### config.mk
export PLATFORM = sky130hd
export DESIGN_NAME = quadratic_probe_hash_set_unit
export DESIGN_NICKNAME = d
export VERILOG_FILES = /design/src/rtl/core/qph_pkg.sv /design/src/rtl/core/qph_modstep.sv /design/src/rtl/core/qph_store.sv /design/src/rtl/core/qph_seq.sv /design/src/rtl/core/quadratic_probe_hash_set_unit.sv
export SDC_FILE = /design/constraint.sdc
export NUM_CORES = 2
export LEC_CHECK = 0
export ABC_AREA = 1
export BUFFER_PORTS_ARGS = -buffer_cell sky130_fd_sc_hd__buf_2
export CORE_ASPECT_RATIO = 0.8
export CORE_MARGIN = 8
export CORE_UTILIZATION = 25
export CTS_CLUSTER_SIZE = 40
export DETAILED_ROUTE_END_ITERATION = 10
export GPL_ROUTABILITY_DRIVEN = 1
export PLACE_DENSITY = 0.44
export SLEW_MARGIN = 25
export SYNTH_ARGS = -nofsm -noshare
export SYNTH_HDL_FRONTEND = slang
export SYNTH_SLANG_ARGS = --single-unit
### constraint.sdc
create_clock -name clk -period 5.8 [get_ports clk]
set_clock_uncertainty 0.05 [all_clocks]
set_input_delay 0.29 -clock clk [delete_from_list [all_inputs] [get_ports clk]]
set_output_delay 0.29 -clock clk [all_outputs]
set_load 0.005 [all_outputs]
### src/rtl/core/qph_pkg.sv
// Shared types and constants for the quadratic-probe hash set.
// No dependencies; qph_store, qph_seq and quadratic_probe_hash_set_unit import this package.
`default_nettype none
package qph_pkg;

  localparam int MAX_BUCKETS_DEF = 64;
  localparam int KEY_W           = 31;
  localparam int CMD_W           = 3;
  localparam int CFG_W           = 7;
  localparam int SLOT_W          = 6;
  localparam int STATUS_W        = 2;
  localparam int COUNT_W         = 7;
  localparam int TAG_W           = 2;
  localparam int ENTRY_W         = TAG_W + KEY_W;
  localparam int IN_DATA_W       = 40;
  localparam int OUT_DATA_W      = 16;
  localparam int DIV_STEPS       = KEY_W;
  localparam int BITCNT_W        = 5;
  localparam logic [CFG_W-1:0] CAP_RESET = 7'd17;

  typedef enum logic [CMD_W-1:0] {
    CMD_INSERT   = 3'd0,
    CMD_REMOVE   = 3'd1,
    CMD_CONTAINS = 3'd2,
    CMD_SEARCH   = 3'd3,
    CMD_CLEAR    = 3'd4
  } cmd_t;

  typedef enum logic [TAG_W-1:0] {
    TAG_EMPTY   = 2'd0,
    TAG_DELETED = 2'd1,
    TAG_LIVE    = 2'd2
  } tag_t;

  typedef enum logic [STATUS_W-1:0] {
    ST_OK   = 2'd0,
    ST_MISS = 2'd1,
    ST_FULL = 2'd2
  } status_t;

  typedef enum logic [2:0] {
    SQ_INIT,
    SQ_IDLE,
    SQ_DIV,
    SQ_READ,
    SQ_CHECK,
    SQ_CLEAR,
    SQ_DONE
  } seq_state_t;

  // Result word, found in the lowest bit
  typedef struct packed {
    logic [COUNT_W-1:0]  entry_count;
    logic [STATUS_W-1:0] status;
    logic [SLOT_W-1:0]   slot_index;
    logic                found;
  } result_t;

endpackage
`default_nettype wire

### src/rtl/core/qph_modstep.sv
// Shared compare-and-subtract unit: y = (a >= m) ? a - m : a.
// Used for long-division remainder steps and probe address wraps. No dependencies.
`default_nettype none
module qph_modstep #(
  parameter int CW = 7
) (
  input  wire logic [CW:0]   a,
  input  wire logic [CW-1:0] m,
  output logic      [CW-1:0] y
);
  logic [CW:0] diff;

  // one subtract, select on borrow
  always_comb begin
    diff = a - {1'b0, m};
    if (a >= {1'b0, m}) begin
      y = diff[CW-1:0];
    end else begin
      y = a[CW-1:0];
    end
  end
endmodule
`default_nettype wire

### src/rtl/core/qph_store.sv
// Bucket memory: one read/write port, registered read data.
// Entry is {tag, key}. Needs qph_pkg.
`default_nettype none
module qph_store #(
  parameter int MAX_BUCKETS = qph_pkg::MAX_BUCKETS_DEF,
  parameter int AW          = 6
) (
  input  wire logic                       clk,
  input  wire logic                       we,
  input  wire logic [AW-1:0]              addr,
  input  wire logic [qph_pkg::ENTRY_W-1:0] wdata,
  output logic      [qph_pkg::ENTRY_W-1:0] rdata
);
  import qph_pkg::*;

  logic [ENTRY_W-1:0] mem [MAX_BUCKETS];

  // write and registered read
  always_ff @(posedge clk) begin
    if (we) begin
      mem[addr] <= wdata;
    end
    rdata <= mem[addr];
  end
endmodule
`default_nettype wire

### src/rtl/core/qph_seq.sv
// Command sequencer: key mod capacity by long division, probe walk,
// index scan, clear sweep and result register. Needs qph_pkg, qph_modstep.
`default_nettype none
module qph_seq #(
  parameter int MAX_BUCKETS = qph_pkg::MAX_BUCKETS_DEF,
  parameter int AW          = 6,
  parameter int CW          = 7
) (
  input  wire logic                          clk,
  input  wire logic                          rst,
  input  wire logic [CW-1:0]                 cap,
  input  wire logic                          in_valid,
  output logic                               in_ready,
  input  wire logic [qph_pkg::CMD_W-1:0]     in_cmd,
  input  wire logic [qph_pkg::KEY_W-1:0]     in_key,
  output logic                               mem_we,
  output logic      [AW-1:0]                 mem_addr,
  output logic      [qph_pkg::ENTRY_W-1:0]   mem_wdata,
  input  wire logic [qph_pkg::ENTRY_W-1:0]   mem_rdata,
  output logic                               out_valid,
  input  wire logic                          out_ready,
  output qph_pkg::result_t                   out_data
);
  import qph_pkg::*;

  seq_state_t state, state_next;

  logic [CMD_W-1:0]    cmd, cmd_next;
  logic [KEY_W-1:0]    key, key_next;
  logic [KEY_W-1:0]    shreg, shreg_next;
  logic [BITCNT_W-1:0] bitcnt, bitcnt_next;
  logic [CW-1:0]       rem, rem_next;
  logic [AW-1:0]       pos, pos_next;
  logic [CW-1:0]       idx, idx_next;
  logic [CW-1:0]       delta, delta_next;
  logic [CW-1:0]       count, count_next;
  logic                res_found, res_found_next;
  logic [AW-1:0]       res_slot, res_slot_next;
  logic [STATUS_W-1:0] res_status, res_status_next;
  logic                out_valid_next;
  result_t             out_data_next;

  logic [CW:0]         unit_a;
  logic [CW-1:0]       unit_y;
  logic [CW:0]         dsum;
  logic [CW-1:0]       delta_wrap;
  logic [TAG_W-1:0]    rd_tag;
  logic [KEY_W-1:0]    rd_key;
  logic                key_match, last_probe, sweep_last, out_free;
  logic                hit, stop_empty, finish;

  assign rd_tag     = mem_rdata[ENTRY_W-1 -: TAG_W];
  assign rd_key     = mem_rdata[KEY_W-1:0];
  assign key_match  = (rd_tag == TAG_LIVE) && (rd_key == key);
  assign last_probe = (idx == cap - CW'(1));
  assign sweep_last = (pos == AW'(MAX_BUCKETS - 1));
  assign out_free   = !out_valid || out_ready;
  assign in_ready   = (state == SQ_IDLE);

  // shared unit: division step in SQ_DIV, probe wrap otherwise
  always_comb begin
    if (state == SQ_DIV) begin
      unit_a = {rem, shreg[KEY_W-1]};
    end else begin
      unit_a = (CW+1)'(pos) + (CW+1)'(delta);
    end
  end

  qph_modstep #(.CW(CW)) u_modstep (
    .a (unit_a),
    .m (cap),
    .y (unit_y)
  );

  // odd step increment, kept reduced mod capacity
  always_comb begin
    dsum = (CW+1)'(delta) + (CW+1)'(2);
    if (dsum >= (CW+1)'(cap)) begin
      delta_wrap = CW'(dsum - (CW+1)'(cap));
    end else begin
      delta_wrap = CW'(dsum);
    end
  end

  // bucket decision for the probe in flight
  always_comb begin
    hit        = 1'b0;
    stop_empty = 1'b0;
    case (cmd)
      CMD_INSERT: begin
        hit = (rd_tag != TAG_LIVE);
      end
      CMD_REMOVE, CMD_CONTAINS: begin
        hit        = key_match;
        stop_empty = (rd_tag == TAG_EMPTY);
      end
      default: begin
        hit = key_match;
      end
    endcase
    finish = hit || stop_empty || last_probe;
  end

  // next state
  always_comb begin
    state_next = state;
    case (state)
      SQ_INIT: begin
        if (sweep_last) state_next = SQ_IDLE;
      end
      SQ_IDLE: begin
        if (in_valid) begin
          case (in_cmd)
            CMD_INSERT, CMD_REMOVE, CMD_CONTAINS: state_next = SQ_DIV;
            CMD_SEARCH:                           state_next = SQ_READ;
            CMD_CLEAR:                            state_next = SQ_CLEAR;
            default:                              state_next = SQ_DONE;
          endcase
        end
      end
      SQ_DIV: begin
        if (bitcnt == '0) state_next = SQ_READ;
      end
      SQ_READ: begin
        state_next = SQ_CHECK;
      end
      SQ_CHECK: begin
        state_next = finish ? SQ_DONE : SQ_READ;
      end
      SQ_CLEAR: begin
        if (sweep_last) state_next = SQ_DONE;
      end
      SQ_DONE: begin
        if (out_free) state_next = SQ_IDLE;
      end
      default: state_next = SQ_IDLE;
    endcase
  end

  // datapath and memory controls
  always_comb begin
    cmd_next        = cmd;
    key_next        = key;
    shreg_next      = shreg;
    bitcnt_next     = bitcnt;
    rem_next        = rem;
    pos_next        = pos;
    idx_next        = idx;
    delta_next      = delta;
    count_next      = count;
    res_found_next  = res_found;
    res_slot_next   = res_slot;
    res_status_next = res_status;
    mem_we          = 1'b0;
    mem_addr        = pos;
    mem_wdata       = '0;
    out_valid_next  = out_valid;
    out_data_next   = out_data;

    if (out_ready) out_valid_next = 1'b0;

    case (state)
      SQ_INIT: begin
        mem_we   = 1'b1;
        pos_next = pos + AW'(1);
      end
      SQ_IDLE: begin
        cmd_next        = in_cmd;
        key_next        = in_key;
        shreg_next      = in_key;
        bitcnt_next     = BITCNT_W'(DIV_STEPS - 1);
        rem_next        = '0;
        pos_next        = '0;
        idx_next        = '0;
        res_found_next  = 1'b0;
        res_slot_next   = '0;
        res_status_next = ST_OK;
        if (in_valid && in_cmd == CMD_CLEAR) count_next = '0;
      end
      SQ_DIV: begin
        rem_next    = unit_y;
        shreg_next  = shreg << 1;
        bitcnt_next = bitcnt - BITCNT_W'(1);
        if (bitcnt == '0) begin
          pos_next   = AW'(unit_y);
          idx_next   = '0;
          delta_next = CW'(1);
        end
      end
      SQ_CHECK: begin
        if (hit) begin
          res_found_next  = 1'b1;
          res_slot_next   = pos;
          res_status_next = ST_OK;
          if (cmd == CMD_INSERT) begin
            mem_we     = 1'b1;
            mem_wdata  = {TAG_LIVE, key};
            count_next = count + CW'(1);
          end else if (cmd == CMD_REMOVE) begin
            mem_we    = 1'b1;
            mem_wdata = {TAG_DELETED, rd_key};
            if (count != '0) count_next = count - CW'(1);
          end
        end else if (finish) begin
          res_status_next = (cmd == CMD_INSERT) ? ST_FULL : ST_MISS;
        end else begin
          idx_next = idx + CW'(1);
          if (cmd == CMD_SEARCH) begin
            pos_next = AW'(idx + CW'(1));
          end else begin
            pos_next   = AW'(unit_y);
            delta_next = delta_wrap;
          end
        end
      end
      SQ_CLEAR: begin
        mem_we   = 1'b1;
        pos_next = pos + AW'(1);
      end
      SQ_DONE: begin
        if (out_free) begin
          out_valid_next           = 1'b1;
          out_data_next.found      = res_found;
          out_data_next.slot_index = SLOT_W'(res_slot);
          out_data_next.status     = res_status;
          out_data_next.entry_count = COUNT_W'(count);
        end
      end
      default: ;
    endcase
  end

  // registers
  always_ff @(posedge clk) begin
    if (rst) begin
      state     <= SQ_INIT;
      pos       <= '0;
      count     <= '0;
      out_valid <= 1'b0;
    end else begin
      state     <= state_next;
      pos       <= pos_next;
      count     <= count_next;
      out_valid <= out_valid_next;
    end
    cmd        <= cmd_next;
    key        <= key_next;
    shreg      <= shreg_next;
    bitcnt     <= bitcnt_next;
    rem        <= rem_next;
    idx        <= idx_next;
    delta      <= delta_next;
    res_found  <= res_found_next;
    res_slot   <= res_slot_next;
    res_status <= res_status_next;
    out_data   <= out_data_next;
  end
endmodule
`default_nettype wire

### src/rtl/core/quadratic_probe_hash_set_unit.sv
// Quadratic-probe hash set: stream in a command and key, get one result per command.
// Slave channel s_*: command and key. Master channel m_*: found, slot, status, count.
// The capacity register is written through cfg_we/cfg_wdata (clamped to 2..MAX_BUCKETS).
// One command is worked at a time; s_tready is high only while the sequencer is idle.
// Steps from the input transfer to the result showing on m_tvalid:
//   insert/remove/contains: key mod capacity by long division (one remainder bit a cycle
//     through the shared compare-subtract unit), then per probe a memory read, then a
//     check, up to capacity probes, then the handoff to the output register.
//   index search: per bucket scanned a read, then a check, then the handoff.
//   clear: a sweep over all MAX_BUCKETS buckets, one bucket a cycle, then the handoff.
//   unused command codes: straight to the handoff.
// The single memory port sets the probe rate: one bucket read per probe.
// After reset a sweep empties every bucket of the store before s_tready rises;
// configuration writes are taken meanwhile.
// Results sit in an output register, so a new command is accepted while a result waits;
// a stalled m_tready only holds the sequencer once its next result is ready.
// Depends on qph_pkg, qph_seq, qph_store, qph_modstep.
`default_nettype none
module quadratic_probe_hash_set_unit #(
  parameter int MAX_BUCKETS = qph_pkg::MAX_BUCKETS_DEF
) (
  input  wire logic                              clk,
  input  wire logic                              rst,
  input  wire logic                              cfg_we,
  input  wire logic [qph_pkg::CFG_W-1:0]         cfg_wdata,  // table_capacity
  input  wire logic                              s_tvalid,
  output logic                                   s_tready,
  input  wire logic [qph_pkg::IN_DATA_W-1:0]     s_tdata,    // command[2:0], key[33:3]
  output logic                                   m_tvalid,
  input  wire logic                              m_tready,
  output logic      [qph_pkg::OUT_DATA_W-1:0]    m_tdata     // found[0], slot_index[6:1],
                                                             // status[8:7], entry_count[15:9]
);
  import qph_pkg::*;

  localparam int AW = (MAX_BUCKETS > 2) ? $clog2(MAX_BUCKETS) : 1;
  localparam int CW = $clog2(MAX_BUCKETS + 1);

  logic [CFG_W-1:0]   table_capacity;
  logic [CW-1:0]      cap;
  logic               mem_we;
  logic [AW-1:0]      mem_addr;
  logic [ENTRY_W-1:0] mem_wdata, mem_rdata;
  result_t            result;

  // capacity register
  always_ff @(posedge clk) begin
    if (rst) begin
      table_capacity <= CAP_RESET;
    end else if (cfg_we) begin
      table_capacity <= cfg_wdata;
    end
  end

  // clamp to 2 .. MAX_BUCKETS
  always_comb begin
    if (table_capacity < CFG_W'(2)) begin
      cap = CW'(2);
    end else if (int'(table_capacity) > MAX_BUCKETS) begin
      cap = CW'(MAX_BUCKETS);
    end else begin
      cap = CW'(table_capacity);
    end
  end

  qph_seq #(
    .MAX_BUCKETS (MAX_BUCKETS),
    .AW          (AW),
    .CW          (CW)
  ) u_seq (
    .clk       (clk),
    .rst       (rst),
    .cap       (cap),
    .in_valid  (s_tvalid),
    .in_ready  (s_tready),
    .in_cmd    (s_tdata[CMD_W-1:0]),
    .in_key    (s_tdata[CMD_W +: KEY_W]),
    .mem_we    (mem_we),
    .mem_addr  (mem_addr),
    .mem_wdata (mem_wdata),
    .mem_rdata (mem_rdata),
    .out_valid (m_tvalid),
    .out_ready (m_tready),
    .out_data  (result)
  );

  qph_store #(
    .MAX_BUCKETS (MAX_BUCKETS),
    .AW          (AW)
  ) u_store (
    .clk   (clk),
    .we    (mem_we),
    .addr  (mem_addr),
    .wdata (mem_wdata),
    .rdata (mem_rdata)
  );

  assign m_tdata = result;

  // one command at a time
  a_one_at_a_time: assert property (@(posedge clk) disable iff (rst)
    s_tvalid && s_tready |=> !s_tready)
    else $error("input taken while a command is in progress");

  // found implies ok status
  a_found_ok: assert property (@(posedge clk) disable iff (rst)
    m_tvalid && result.found |-> result.status == ST_OK)
    else $error("found result without ok status");

  // a full table reports no slot
  a_full_no_slot: assert property (@(posedge clk) disable iff (rst)
    m_tvalid && result.status == ST_FULL |-> !result.found && result.slot_index == '0)
    else $error("full status with slot or found set");

  // status code stays in range
  a_status_code: assert property (@(posedge clk) disable iff (rst)
    m_tvalid |-> result.status == ST_OK || result.status == ST_MISS
                 || result.status == ST_FULL)
    else $error("undefined status code");
endmodule
`default_nettype wire

==> impl_metrics.tcl <==
set metrics [dict create \
    gr-usage-all-layers_pct 15.8 \
    root_buffer "clkbuf_16" \
    ir_drop_mv 0.253 \
    hold_viol_final 0 \
    synth_commonest_cells "edfxtp_1 (2228), nand2_1 (1143), a22oi_1 (305), nand4_1 (304), a22o_1 (217)" \
    worst_slew_pin_slew_ns 1.08 \
    drt-pass1-iter-count 6 \
    grt_max_degree 73 \
    postCtsSetupRepairBufs 0 \
    core-area_um2 345000 \
    yosys_warnings 0 \
    critical_path_required_ns 6.26 \
    numPortBuffers 63 \
    endpoint "u_store.mem[8][18]$_DFFE_PP_" \
    p_leak_nw 28.9 \
    placed_area_um2 94100 \
    die_x_um 674 \
    muxShareOfSynthArea_pct 0.0116 \
    yosysMostFrequentCell "edfxtp_1" \
    relSlewSlack_pct 28.0 \
    post-route-period-util_pct 79.8 \
    async_flop_share_pct 0 \
    hpwlAfterDp_um 177000 \
    r2r.worst_path.cells 15 \
    synth_edf_count 2228 \
    synth-seq-cells 2285 \
    max_cap_viol_count 0 \
    rows 193 \
    finalWirelength_um 300000 \
    syn_area_um2 86600 \
    cts_max_path_buffers 4 \
    worst-r2r-setup-slack_ns 1.17 \
    pre_cts_ws_ns 1.20 \
    synthSimpleGateAreaFrac_pct 8.88 \
    worst_path_largest_cell_delay_ns 0.76 \
    critPathSlowestCell "buf_4" \
    rsz0062_at_grt "false" \
    synth_cells 5555 \
    cts_inserted_buffers 228 \
    cp-start-kind "flip-flop" \
    synth-xor-area-share_pct 0.395 \
    dieArea_um2 365000 \
    syn_nets 5641 \
    antenna_left 0 \
    synth_compound_area_share_pct 9.05 \
    path_clk_slew_ns 0.07 \
    r2r_start "u_seq.key[23]$_DFFE_PP_" \
    grt_pass1_wl_um 410000 \
    status "finished clean" \
    path_cells "xnor2_1 > nand2_1 > nor3_1 > nand2_1 > nor2_1 > nand3_1 > nand2_1 > inv_2 > nor2_2 > nand3_2 > buf_4 > inv_2 > buf_4 > a22o_2 > buf_4" \
    worstReg2RegEnd "u_store.mem[8][18]$_DFFE_PP_" \
    synthTopCellsByArea "edfxtp_1 (77%), nand2_1 (5.0%), a22oi_1 (2.6%), nand4_1 (2.2%), a22o_1 (2.2%)" \
    crit_type "flip-flop to flip-flop" \
    antenna_found_initial 35 \
    powerDensity_nw_per_um2 377 \
    fin_tns_setup_ns 0 \
    cp_data_arrival_time_ns 5.09 \
    nets 5934 \
    clk_latency_ns 0.90 \
    gp_congestion 0.821 \
    timing.hold.ws_ns 0.151 \
    synth_area_per_cell_um2 15.6 \
    end_kind "flip-flop" \
    crit_fanout 64 \
    vias_per_cell 4.88 \
    fmax_ghz 0.216 \
    synth.top_cell.area_share_pct 77.3 \
    total_power_mw 38.4 \
    ios 70 \
    clkSinkCount 2285 \
    synth_top_family_by_area "compound AO/OA/AOI/OAI gates" \
    synth_top_area_cell "edfxtp_1" \
    finalSetupViolations 0 \
    yosysSeqAreaShare_pct 78.6 \
    design_area_um2 102000 \
    drtIter0Drc 6653 \
    synth_cell_type_count 53 \
    ys.flop_type "edfxtp_1" \
    area_growth_pct 17.7 \
    die_height_um 542 \
    grt_pass1_vias 48900 \
    vias 51800 \
    finalMaxSlewViolations 0 \
    grt-ovfl-total 0 \
    synth_fa_ha_area_share_pct 0.518 \
    crit_start "u_seq.key[23]$_DFFE_PP_" \
    drc 0 \
    tritoncts "built" \
    wl_per_cell_um 28.2 \
    min_period_ns 4.63 \
    hold_path.class "primary input to flip-flop" \
    initial_core_util_pct 25.1 \
    drive_above_1_share_pct 13.5 \
    finalWorstSetupSlack_ns 1.17 \
    h-tree-depth 4 \
]
-- worst min path at each step --
stage | from | to | slack, ns | depth (start not counted)
after global routing | s_tdata[20] | u_seq.key[17]$_DFFE_PP_ | 0.1 | 2
after global placement | u_seq.res_found$_DFFE_PP_ | u_seq.out_data[0]$_DFFE_PP_ | 0.36 | 0
after CTS | s_tdata[13] | u_seq.key[10]$_DFFE_PP_ | 0.09 | 2
final | s_tdata[20] | u_seq.key[17]$_DFFE_PP_ | 0.15 | 2
after detailed placement | u_seq.res_slot[1]$_SDFFCE_PN0P_ | u_seq.out_data[2]$_DFFE_PP_ | 0.37 | 0
after floorplan | s_tdata[0] | u_seq.cmd[0]$_DFFE_PP_ | 0.34 | 0
-- worst max-delay path: cells and delay by family, from the launching register on --
family | cells | cell delay (ns)
buffers and inverters | 5 | 2.24
AND/OR/NAND/NOR | 8 | 1.02
flip-flops | 1 | 0.42
AO/OA/AOI/OAI | 1 | 0.26
XOR/XNOR | 1 | 0.17
-- power breakdown --
| part | switching (mW) | internal, mW | total (mW) |
|---|---|---|---|
| registers | 0.179 | 18.3 | 18.5 |
| logic | 3.76 | 1.76 | 5.51 |
| clock network | 6.34 | 8.11 | 14.4 |
-- per-layer routing --
layer	vias up	global-route usage [%]	share of wire, %
li1	22100	-	-
met1	27300	24.5	48
met2	2115	22.3	41
met3	317	3.36	8.9
met4	2	3.18	1.9
met5	-	0	0.0043
-- placed cells by master, fill, tap and decap left out, types with 9 or more instances in the layout --
cell           synthesis  final
a22o_1               217    207
xor2_1                24     24
edfxtp_1            2228   2228
a22oi_1              305    305
nor2_4                 2     71
clkinv_1               5     56
clkinv_2               0     24
buf_4                  6    190
buf_2                113     63
or2_1                 23     23
bufinv_16              0     18
o2111ai_1              9      9
a21oi_1               90     89
a221oi_1             146    146
buf_12                 0     21
diode_2                0     12
o21ai_0               75     68
nor2_1               156     88
dfxtp_1               57     57
nand4_1              304    304
dlygate4sd3_1          0     59
nand2_1             1143   1141
xnor2_1               15     15
clkbuf_16              0    230
nand3_1               74     74
clkbuf_1             100     60
a221oi_2              74     74
ha_1                  31     31
inv_1                175    175
nor3_1                15     11
nand2_2               12     13
o22ai_4                0     14
-- what timing repair did --
action,4_1_cts,5_1_grt
gates resized for setup,0,0
setup endpoints to repair,0,0
hold endpoints to repair,93,0
hold buffers,59,0
-- flip-flops by register name (all words and copies together), names as in the netlist, 5 cells and up --
register	count
table_capacity	7
u_store.mem	2112
u_seq.rem	7
u_seq.out_data	16
u_seq.count	7
u_seq.delta	7
u_seq.bitcnt	5
u_store.rdata	33
u_seq.mem_addr	6
u_seq.shreg	31
u_seq.key	31
u_seq.res_slot	6
u_seq.idx	7
-- kinds of logic after synthesis --
family | count (synthesis)
adder cells (fa/ha/maj) | 34
multiplexers | 1
AO/OA/AOI/OAI | 965
buffers and inverters | 476
AND/OR/NAND/NOR | 1755
XOR/XNOR | 39
flip-flops | 2285
-- per-stage QoR --
step	util (%)	cells
after CTS	29.5	10600
after floorplan	-	5555
after global placement	27.2	10100
final	29.5	10600
after global routing	29.5	10600
after detailed placement	27.3	10100
-- cell type report --
class	count	area, um2
Fill cell	34200	243000
Sequential cell	2285	68000
Multi-Input combinational cell	2794	17200
Clock buffer	295	6050
Tap cell	4582	5730
Timing Repair Buffer	342	2980
Clock inverter	107	1010
Inverter	197	810
Antenna cell	12	30.0
Power figures use the tool's default switching activity.
